$ cat config.mk
export PLATFORM = sky130hd
export DESIGN_NAME = sgb_ctrl
export DESIGN_NICKNAME = d
export VERILOG_FILES = /design/src/hdl/sgb_pkg.sv /design/src/hdl/sgb_ctrl.sv
export SDC_FILE = /design/constraint.sdc
export NUM_CORES = 1
export LEC_CHECK = 0
export ABC_AREA = 1
export BUFFER_PORTS_ARGS = -buffer_cell sky130_fd_sc_hd__buf_2
export CAP_MARGIN = 30
export CORE_AREA = 10 10 47 49
export DETAILED_ROUTE_END_ITERATION = 8
export DIE_AREA = 0 0 57 59
export RECOVER_POWER = 25
export SLEW_MARGIN = 20
export SYNTH_ARGS = -nofsm -noshare
export SYNTH_HDL_FRONTEND = slang
export SYNTH_SLANG_ARGS = --single-unit
$ cat constraint.sdc
create_clock -name clk -period 3.2 [get_ports clk]
set_input_delay 0.8 -clock clk [delete_from_list [all_inputs] [get_ports clk]]
set_output_delay 0.8 -clock clk [all_outputs]
set_load 0.005 [all_outputs]
$ cat src/hdl/sgb_pkg.sv
// ---------------------------------------------------------------------------
// Selective Gaussian blur package
// Shared constants, pixel layout and the controller/datapath command types.
// ---------------------------------------------------------------------------
`timescale 1ns / 1ps
`default_nettype none

package sgb_pkg;

  localparam int DEF_RADIUS    = 5;
  localparam int DEF_MAX_WIDTH = 2048;
  localparam int CH_W          = 16;
  localparam int CFG_AW        = 4;
  localparam int CFG_DW        = 32;

  // Register indexes on the configuration port (byte address / 4).
  localparam logic [1:0] REG_SRC_WIDTH    = 2'd0;
  localparam logic [1:0] REG_SRC_HEIGHT   = 2'd1;
  localparam logic [1:0] REG_GUIDE_THRESH = 2'd2;

  localparam logic [11:0] RST_SRC_WIDTH    = 12'd2048;
  localparam logic [15:0] RST_SRC_HEIGHT   = 16'd1;
  localparam logic [15:0] RST_GUIDE_THRESH = 16'd13107;

  typedef struct packed {
    logic [CH_W-1:0] red;
    logic [CH_W-1:0] green;
    logic [CH_W-1:0] blue;
    logic [CH_W-1:0] alpha;
    logic [CH_W-1:0] g_red;
    logic [CH_W-1:0] g_green;
    logic [CH_W-1:0] g_blue;
  } pixel_t;

  localparam int PIX_W = $bits(pixel_t);

  typedef struct packed {
    logic load;
    logic line_rd;
    logic new_wr;
    logic center_rd;
    logic center_lat;
    logic tap_rd;
    logic div_start;
    logic out_load;
  } cmd_t;

  typedef struct packed {
    logic line_last;
    logic emit;
    logic tap_last;
    logic pipe_empty;
    logic div_done;
    logic out_free;
  } status_t;

endpackage

`default_nettype wire

$ cat src/hdl/sgb_ctrl.sv
// ---------------------------------------------------------------------------
// Selective Gaussian blur controller
// Sequences line fetch, window update, tap accumulation, division and output.
// ---------------------------------------------------------------------------
`timescale 1ns / 1ps
`default_nettype none

module sgb_ctrl import sgb_pkg::*; (
  input  wire logic    clk,
  input  wire logic    rst,
  input  wire logic    in_valid,
  output logic         in_stall,
  output cmd_t         cmd,
  input  wire status_t st
);

  localparam logic [3:0] S_IDLE   = 4'd0;
  localparam logic [3:0] S_LREAD  = 4'd1;
  localparam logic [3:0] S_LLAST  = 4'd2;
  localparam logic [3:0] S_LNEW   = 4'd3;
  localparam logic [3:0] S_CRD    = 4'd4;
  localparam logic [3:0] S_CLAT   = 4'd5;
  localparam logic [3:0] S_TAPS   = 4'd6;
  localparam logic [3:0] S_DRAIN  = 4'd7;
  localparam logic [3:0] S_DIV    = 4'd8;
  localparam logic [3:0] S_OUT    = 4'd9;

  logic [3:0] state;
  logic [3:0] state_next;

  assign in_stall = (state != S_IDLE);

  always_comb begin
    state_next = state;
    cmd        = '0;
    unique case (state)
      S_IDLE: begin
        if (in_valid) begin
          cmd.load   = 1'b1;
          state_next = S_LREAD;
        end
      end
      S_LREAD: begin
        cmd.line_rd = 1'b1;
        if (st.line_last) begin
          state_next = S_LLAST;
        end
      end
      S_LLAST: begin
        state_next = S_LNEW;
      end
      S_LNEW: begin
        cmd.new_wr = 1'b1;
        state_next = st.emit ? S_CRD : S_IDLE;
      end
      S_CRD: begin
        cmd.center_rd = 1'b1;
        state_next    = S_CLAT;
      end
      S_CLAT: begin
        cmd.center_lat = 1'b1;
        state_next     = S_TAPS;
      end
      S_TAPS: begin
        cmd.tap_rd = 1'b1;
        if (st.tap_last) begin
          state_next = S_DRAIN;
        end
      end
      S_DRAIN: begin
        if (st.pipe_empty) begin
          cmd.div_start = 1'b1;
          state_next    = S_DIV;
        end
      end
      S_DIV: begin
        if (st.div_done) begin
          state_next = S_OUT;
        end
      end
      S_OUT: begin
        if (st.out_free) begin
          cmd.out_load = 1'b1;
          state_next   = S_IDLE;
        end
      end
      default: begin
        state_next = S_IDLE;
      end
    endcase
  end

  always_ff @(posedge clk) begin
    if (rst) begin
      state <= S_IDLE;
    end else begin
      state <= state_next;
    end
  end

  a_div_after_drain: assert property (@(posedge clk) disable iff (rst)
    cmd.div_start |-> st.pipe_empty)
    else $error("division started with taps still in flight");

  a_load_to_fetch: assert property (@(posedge clk) disable iff (rst)
    cmd.load |=> (state == S_LREAD))
    else $error("accepted beat did not start the line fetch");

  a_out_free: assert property (@(posedge clk) disable iff (rst)
    cmd.out_load |-> st.out_free)
    else $error("result loaded over a pending output beat");

  a_taps_follow_center: assert property (@(posedge clk) disable iff (rst)
    cmd.center_rd |=> cmd.center_lat)
    else $error("center read not followed by its latch");

endmodule

`default_nettype wire

==> flow_results.org, run 1 <==
** Setup path
- STA classifies the critical path startpoint as a primary input.
- STA puts the critical path data required time at ~2400 ps.
- The number of cells on the worst reg-to-reg path is 7.
- The worst register-to-register path has a setup slack of 1740 ps.
- Worst R2R End :: state[2]
- The worst setup path is captured at an output port.
- Data arrival at the endpoint of the critical path :: 1340 ps
- Max Fanout on Critical Path :: 2
- The setup path with the least slack is of type in -> out.
- Launch instance of the worst register-to-register path :: state[2]

** Timing
- Adding up every negative setup slack in the final design gives 0 ps.
- The number of endpoints with negative hold slack in the final report came to 0.
- The count of final max-slew check failures is 0.
- Setup violations remaining at the end of the flow were counted as 0.
- Setup WS post-layout :: 1062 ps
- Setup repair after global routing left no endpoint under its margin.
- Headroom to the max-slew limit came out at 0.7099.
- Final-layout worst hold slack :: 560.5 ps
- Max Clk Rate :: 467.7 MHz
- Tcrit/Tclk final :: 0.6682
- For the pin with the worst max-slew slack, the measured transition is 433.5 ps.
- Layout Skew :: 1.009 ps
- Period minus WS final :: between 2000 and 2500 ps

** Floorplanning
- The core region is about 1400 sq um.
- Initial Util :: 0.2661
- Die span in y :: 59 um
- I/O pin cnt :: 18
- The die is 57 um wide.
- Row Count :: 14
- Total die area :: 3363 sq um

** Layout
- Largest regs :: state (4)
- Share of cells above drive strength 1 :: 0.3182
- The register with the most flip-flops in the layout has 4 of them.
- After the last flow step, the layout net total stands at 99.
- Filler-free cell count of the finished design :: 104
- Number of antenna diodes :: 0
- Layout overhead on the synthesized area :: 32.21%
- Flip-flop and latch area :: 80.08 sq um
- Number of filler instances in the final layout :: 180
- state holds more flip-flops than any other register.
- Summing all multi-input logic gate instances after layout gives about 230 sq um.

** Placement
- Input and output buffers added on the ports amount to 17.
- Worst slack, placed :: 1051 ps
- Counting tap cells, the placed design contains a total of 101 instances.
- At the end of routability-driven placement, the weighted congestion stood at 0.7925.
- Post-DP HPWL :: 865.8 um

** Synthesis
- The mapped netlist covers 372.9 sq um.
- Total of warnings raised by yosys :: 0
- The synthesized design contains 4 register bits.
- Cell types with the largest area share after synthesis :: sky130_fd_sc_hd__dfxtp_1, sky130_fd_sc_hd__nand3_1, sky130_fd_sc_hd__nand2_1, sky130_fd_sc_hd__nor2_1, sky130_fd_sc_hd__inv_1
- Gate count of the mapped netlist :: 68
- Avg Synthesized Cell Area :: 5.483 sq um
- Synth Net Count :: 77
- The share of the Yosys chip area taken by registers is 0.2148.
- Yosys mapped the design onto 16 distinct sky130hd cell types.
- Share of Yosys cell area claimed by the top area cell type :: 0.2148
- Cell taking the most area after synthesis :: sky130_fd_sc_hd__dfxtp_1

** Global routing
- The number of global-route vias before repair is about 430.
- Remaining global-route overflow :: 0
- Total global-route track usage :: 0.06177
- The first global-routing pass estimated roughly 1700 um of wire.
- Entering global routing, the biggest net connects 8 pins.
- The initial antenna violation count was 0.

** Routing
- Before antenna repair, the detailed router went through 4 iterations.
- Using the TritonRoute via totals, the vias-per-cell ratio works out to 4.462.
- Vias after detailed routing :: 464
- In the final routed layout, each cell accounts on average for 9.529 um.
- For this run, design rule violations remaining after detail routing come to 0.
- The routed design has 991 um of wire.
- Iter 0 DRT Violations :: 9
- Number of nets with antenna violations after detailed routing :: 0

** Hold path
- The worst hold path was traced through 2 stages.
- The worst hold path begins at state[3].
- Min-delay worst type :: reg -> reg
- For hold timing, the worst endpoint is state[3].

** CTS
- Maximum root-to-sink buffer count :: 2
- Quantity of gates resized following cts :: 0
- CTS saw 4 sinks.
- For the worst-skew pair, the clock arrives at the later sink with an insertion delay of about 230 ps.
- CTS tree :: done
- Clock Pin Slew Worst Setup and Hold Paths :: 30 ps
- The number of hold buffers added after CTS was 0.
- Post-CTS timing repair inserted 0 buffers for setup.
- Cts bufs inserted :: 3
- In this run the clock root is driven by a sky130_fd_sc_hd__clkbuf_4.
- Maximum level of the CTS H-tree :: 1

** Outcome
- Status :: completed

** Power and ir drop
- Total leakage power :: 0.2964 nW
- For this design the ratio of total power to cell area is 969.2 nW/um^2.
- Across the VDD grid, the largest voltage drop is ~0.32 mV.

** Job
- Max-Cap Viols :: 0
-- area by class of cell --
class,count,area share
Sequential cell,4,0.1624
Timing Repair Buffer,17,0.1726
Clock buffer,3,0.04569
Inverter,14,0.1066
Tap cell,16,0.04061
Multi-Input combinational cell,50,0.4721
-- worst max path at each step --
| stage | start | end | slack (ps) | depth (start not counted) |
|---|---|---|---|---|
| 2_1_floorplan | st[0] | cmd[0] | 1300 | 2 |
| 3_3_place_gp | st[0] | cmd[0] | 1140 | 4 |
| 6_report | st[0] | cmd[0] | 1060 | 4 |
| 5_1_grt | st[0] | cmd[0] | 950 | 4 |
| 4_1_cts | st[0] | cmd[0] | 1050 | 4 |
| 3_5_place_dp | st[0] | cmd[0] | 1050 | 4 |
-- cells in the final DEF, fill, tap and decap left out --
| master | count |
|---|---|
| sky130_fd_sc_hd__a21oi_1 | 2 |
| sky130_fd_sc_hd__a21oi_2 | 1 |
| sky130_fd_sc_hd__a22oi_1 | 1 |
| sky130_fd_sc_hd__buf_2 | 17 |
| sky130_fd_sc_hd__clkbuf_4 | 3 |
| sky130_fd_sc_hd__dfxtp_1 | 4 |
| sky130_fd_sc_hd__inv_1 | 11 |
| sky130_fd_sc_hd__inv_2 | 3 |
| sky130_fd_sc_hd__nand2_1 | 13 |
| sky130_fd_sc_hd__nand2_2 | 1 |
| sky130_fd_sc_hd__nand3_1 | 10 |
| sky130_fd_sc_hd__nand3b_1 | 1 |
| sky130_fd_sc_hd__nor2_1 | 13 |
| sky130_fd_sc_hd__nor2_2 | 3 |
| sky130_fd_sc_hd__nor3_1 | 2 |
| sky130_fd_sc_hd__nor4_1 | 1 |
| sky130_fd_sc_hd__o21ai_0 | 2 |
-- synth_stat cells --
library cell                n
sky130_fd_sc_hd__a21oi_1    2
sky130_fd_sc_hd__a21oi_2    1
sky130_fd_sc_hd__a22oi_1    1
sky130_fd_sc_hd__dfxtp_1    4
sky130_fd_sc_hd__inv_1     11
sky130_fd_sc_hd__inv_2      3
sky130_fd_sc_hd__nand2_1   13
sky130_fd_sc_hd__nand2_2    1
sky130_fd_sc_hd__nand3_1   10
sky130_fd_sc_hd__nand3b_1   1
sky130_fd_sc_hd__nor2_1    12
sky130_fd_sc_hd__nor2_2     3
sky130_fd_sc_hd__nor2_4     1
sky130_fd_sc_hd__nor3_1     2
sky130_fd_sc_hd__nor4_1     1
sky130_fd_sc_hd__o21ai_0    2
-- worst max-delay path, cell delays in order --
cell and delay, ps:
sky130_fd_sc_hd__buf_2 80, sky130_fd_sc_hd__inv_1 40, sky130_fd_sc_hd__nor4_1 250, sky130_fd_sc_hd__buf_2 170
-- metrics by stage --
step / cell area, sq um / power, mW / util
2_1_floorplan: 372.9 / 0.3461 / -
3_3_place_gp: 478.0 / 0.4342 / 0.3411
3_5_place_dp: 478.0 / 0.4317 / 0.3411
4_1_cts: 500.5 / 0.4968 / 0.3571
5_1_grt: 493.0 / 0.5390 / 0.3518
6_report: 493.0 / 0.4778 / 0.3518
-- kinds of logic (layout without fill, tap and decap cells) --
kind of cell	count (synthesis)	count (layout)	share of synthesized area
AND/OR/NAND/NOR	44	44	0.5470
buffers and inverters	14	34	0.1409
flip-flops	4	4	0.2148
AO/OA/AOI/OAI	6	6	0.09733
-- power by group --
part | leakage, nW | switching [mW] | internal [mW]
Combinational | 0.249 | 0.191 | 0.117
Sequential | 0.0331 | 0.0359 | 0.0752
Clock | 0.0138 | 0.0176 | 0.0417
Total | 0.296 | 0.244 | 0.234
-- per-layer routing --
layer  vias to the layer above  global-route usage  wire [um]
met1                       196             0.06168        392
li1                        257                   -          -
met3                         0             0.02146         73
met5                         -                   0          0
met4                         0             0.04027          0
met2                        11              0.1070        526
(Power assumes the default switching activity.)
==> run 2, diff against run 1 <==
==> constraint.sdc (replaced) <==
create_clock -name clk -period 1.8 [get_ports clk]
set_input_delay 0.45 -clock clk [delete_from_list [all_inputs] [get_ports clk]]
set_output_delay 0.45 -clock clk [all_outputs]
set_load 0.005 [all_outputs]
==> flow_results.org, run 2 (same netlist as run 1, synthesis figures left out) <==
** Power and ir drop
- Total leakage power :: 0.2988 nW (was 0.2964 nW)
- The power density relative to cell area came to 1737 nW/um^2 (was 969.2 nW/um^2).
- The largest vdd supply drop came to 0.6291 mV (was 0.3167 mV).

** CTS
- The number of CTS-inserted buffers is 3 (unchanged).
- The clock-pin slew of the registers on the worst-case setup and hold paths was 40 ps (was 30 ps).
- The clock tree from TritonCTS is done (unchanged).
- The master cell of the clock root buffer is sky130_fd_sc_hd__clkbuf_4 (unchanged).
- Sink Count :: 4 (unchanged)
- The deepest clock path buffer count was 2 (unchanged).
- The number of hold buffers added after cts was 0 (unchanged).
- The source-to-sink clock delay at the later pin of the worst-skew pair came to 230 ps (about the same).
- The number of gates resized after CTS came to 0 (unchanged).
- The number of H-tree levels is 1 (unchanged).
- Post-CTS Setup Inserts :: 0 (unchanged)

** Layout
- Largest regs: state (4) (unchanged).
- Leading cell types in the layout, fill and taps excluded :: sky130_fd_sc_hd__buf_2, sky130_fd_sc_hd__nand2_1, sky130_fd_sc_hd__nor2_1 (unchanged)
- The count of filler cells inserted in the layout was 171 (was 180).
- Layout overhead on the synthesized area :: 32.21% (unchanged)
- The register with the most flip-flops was state (unchanged).
- Flip-flop count of the largest register, all copies and words added :: 4 (unchanged)
- Area used by multi-input combinational logic :: 232.7 sq um (unchanged)
- Number of nets at the end of the flow :: 99 (unchanged)
- The final standard cell utilization of the core is 0.3518 (unchanged).
- Number of antenna diodes :: 0 (unchanged)
- Share of cells above drive strength 1 :: 0.3068 (was 0.3182)
- The area of all sequential standard cells was 80.08 sq um (unchanged).
- Leading cell type in the layout, fill and taps excluded :: sky130_fd_sc_hd__buf_2 (unchanged)

** Routing
- The total via count in the routed design came to 466 (was 464).
- The detailed-route DRC error count was 0 (unchanged).
- The routed wirelength normalized by instance count was 9.856 um (was 9.529 um).
- The number of detailed-route iterations in the first pass is 4 (unchanged).
- Total Routed Length :: 1025 um (was 991 um)
- The DRC marker count from the first detailed-route iteration was 10 (was 9).
- The count of nets left with antenna violations after detail routing is 0 (unchanged).
- The ratio of routed vias to standard cells is 4.481 (was 4.462).

** Timing
- Period minus WS final :: 1666 ps
- The number of endpoints with negative hold slack in the final report is 0 (unchanged).
- Setup-violating endpoint count in the final report :: 0 (unchanged)
- Final-layout worst hold slack :: 500.1 ps (was 560.5 ps)
- The relative max-transition margin came to 0.6908 (was 0.7099).
- The count of final max-slew check failures is 0 (unchanged).
- Setup repair after global routing missed its margin :: false (unchanged)
- The worst-margin pin slew was 462.0 ps (was 433.5 ps).
- Layout Skew :: 0.2104 ps (was 1.009 ps)
- In the finished design, the share of the clock period the worst path needs comes to 0.9254.
- For this run, the top clock speed supported by timing is 600.3 MHz.
- The aggregate negative setup slack is 0 ps (unchanged).

** Global routing
- First-pass GRT wire length :: 1787 um (was 1718 um)
- The number of global-route vias before repair is 442 (was 429).
- The remaining global-route overflow was 0 (unchanged).
- The initial antenna violation count is 0 (unchanged).
- The combined global-route utilization of all metal layers is 0.06479 (was 0.06177).
- Largest net degree at the start of global routing :: 8 (unchanged)

** Placement
- The final weighted congestion in routability-driven placement was 0.7584 (was 0.7925).
- The number of I/O port buffers came to 17 (unchanged).
- The post-DP HPWL is 877.1 um (was 865.8 um).

** Hold path
- The worst-case hold path end point was state[0] (was state[3]).
- Hold wc startpoint :: rst (was state[3])
- Hold path cells :: 4 (was 2)
- The kind of path behind the tightest hold check was in -> reg (was reg -> reg).

** Floorplanning
- I/O pin cnt :: 18 (unchanged)
- Die width :: 57 um (unchanged)
- Row Count :: 14 (unchanged)
- The die height came to 59 um (unchanged).
- The core area is 1401 sq um (unchanged).
- Initial Util :: 0.2661 (unchanged)
- The area of the die came to 3363 sq um (unchanged).

** Setup path
- The worst reg2reg path depth was 7 (unchanged).
- Worst setup SP type :: flop (was primary input)
- Worst R2R End :: state[1] (was state[2])
- The register-to-register setup slack came to 310 ps (was 1740 ps).
- The critical-path maximum fanout was 5 (was 2).
- Data arrival at the endpoint of the critical path :: 1220 ps (was 1340 ps)
- The beginning of the worst register-to-register path is state[2] (unchanged).
- Critical path class :: reg -> out (was in -> out)
- The endpoint class of the critical path is an output port (unchanged).
- The data required time of the critical path is 1350 ps (was 2400 ps).

** Job
- Max-Cap Viols :: 0 (unchanged)

** Outcome
- Status :: completed (unchanged)
-- run 2: metrics by stage --
| step | cell area (sq um) | total power, mW | worst slack (ps) | cells |
|---|---|---|---|---|
| final | 493.0 | 0.8565 | 134.2 | 104 |
| after global routing | 493.0 | 0.9749 | 32.84 | 104 |
| after CTS | 500.5 | 0.8885 | 132.5 | 104 |
| after detailed placement | 478.0 | 0.7699 | 390.9 | 101 |
| after global placement | 478.0 | 0.7739 | 399.8 | 101 |
| after floorplan | 372.9 | 0.6153 | 571.0 | 68 |
-- run 2: worst max-delay path by stage --
stage          startpoint      to  slack, ps  depth (start not counted)
2_1_floorplan    state[3]  cmd[0]        570                          2
3_3_place_gp        st[0]  cmd[0]        400                          4
3_5_place_dp        st[0]  cmd[0]        390                          4
4_1_cts          state[2]  cmd[2]        130                          3
5_1_grt          state[3]  cmd[2]         30                          4
6_report         state[3]  cmd[0]        130                          3
-- run 2: power by group --
group	internal, mW	leakage [nW]	switching [mW]
combinational	0.207	0.252	0.343
clock	0.0744	0.0138	0.0343
sequential	0.134	0.0331	0.0637
-- run 2: critical path, stage by stage (launching register included) --
cell	delay, ps
sky130_fd_sc_hd__dfxtp_1	400
sky130_fd_sc_hd__inv_1	130
sky130_fd_sc_hd__nor4_1	290
sky130_fd_sc_hd__buf_2	160
-- run 2: final cells by class --
type / count / share of cell area
multi-input cells: 50 / 0.4721
repair buffers: 17 / 0.1726
flip-flops and latches: 4 / 0.1624
inverters: 14 / 0.1066
clock buffers: 3 / 0.04569
well taps: 16 / 0.04061
-- run 2: routing by layer --
layer,global-route usage,vias up,wire length (um)
met5,0,-,0
met4,0.05034,0,0
met3,0.02146,0,72
met2,0.1054,14,549
met1,0.06762,197,403
li1,-,255,-
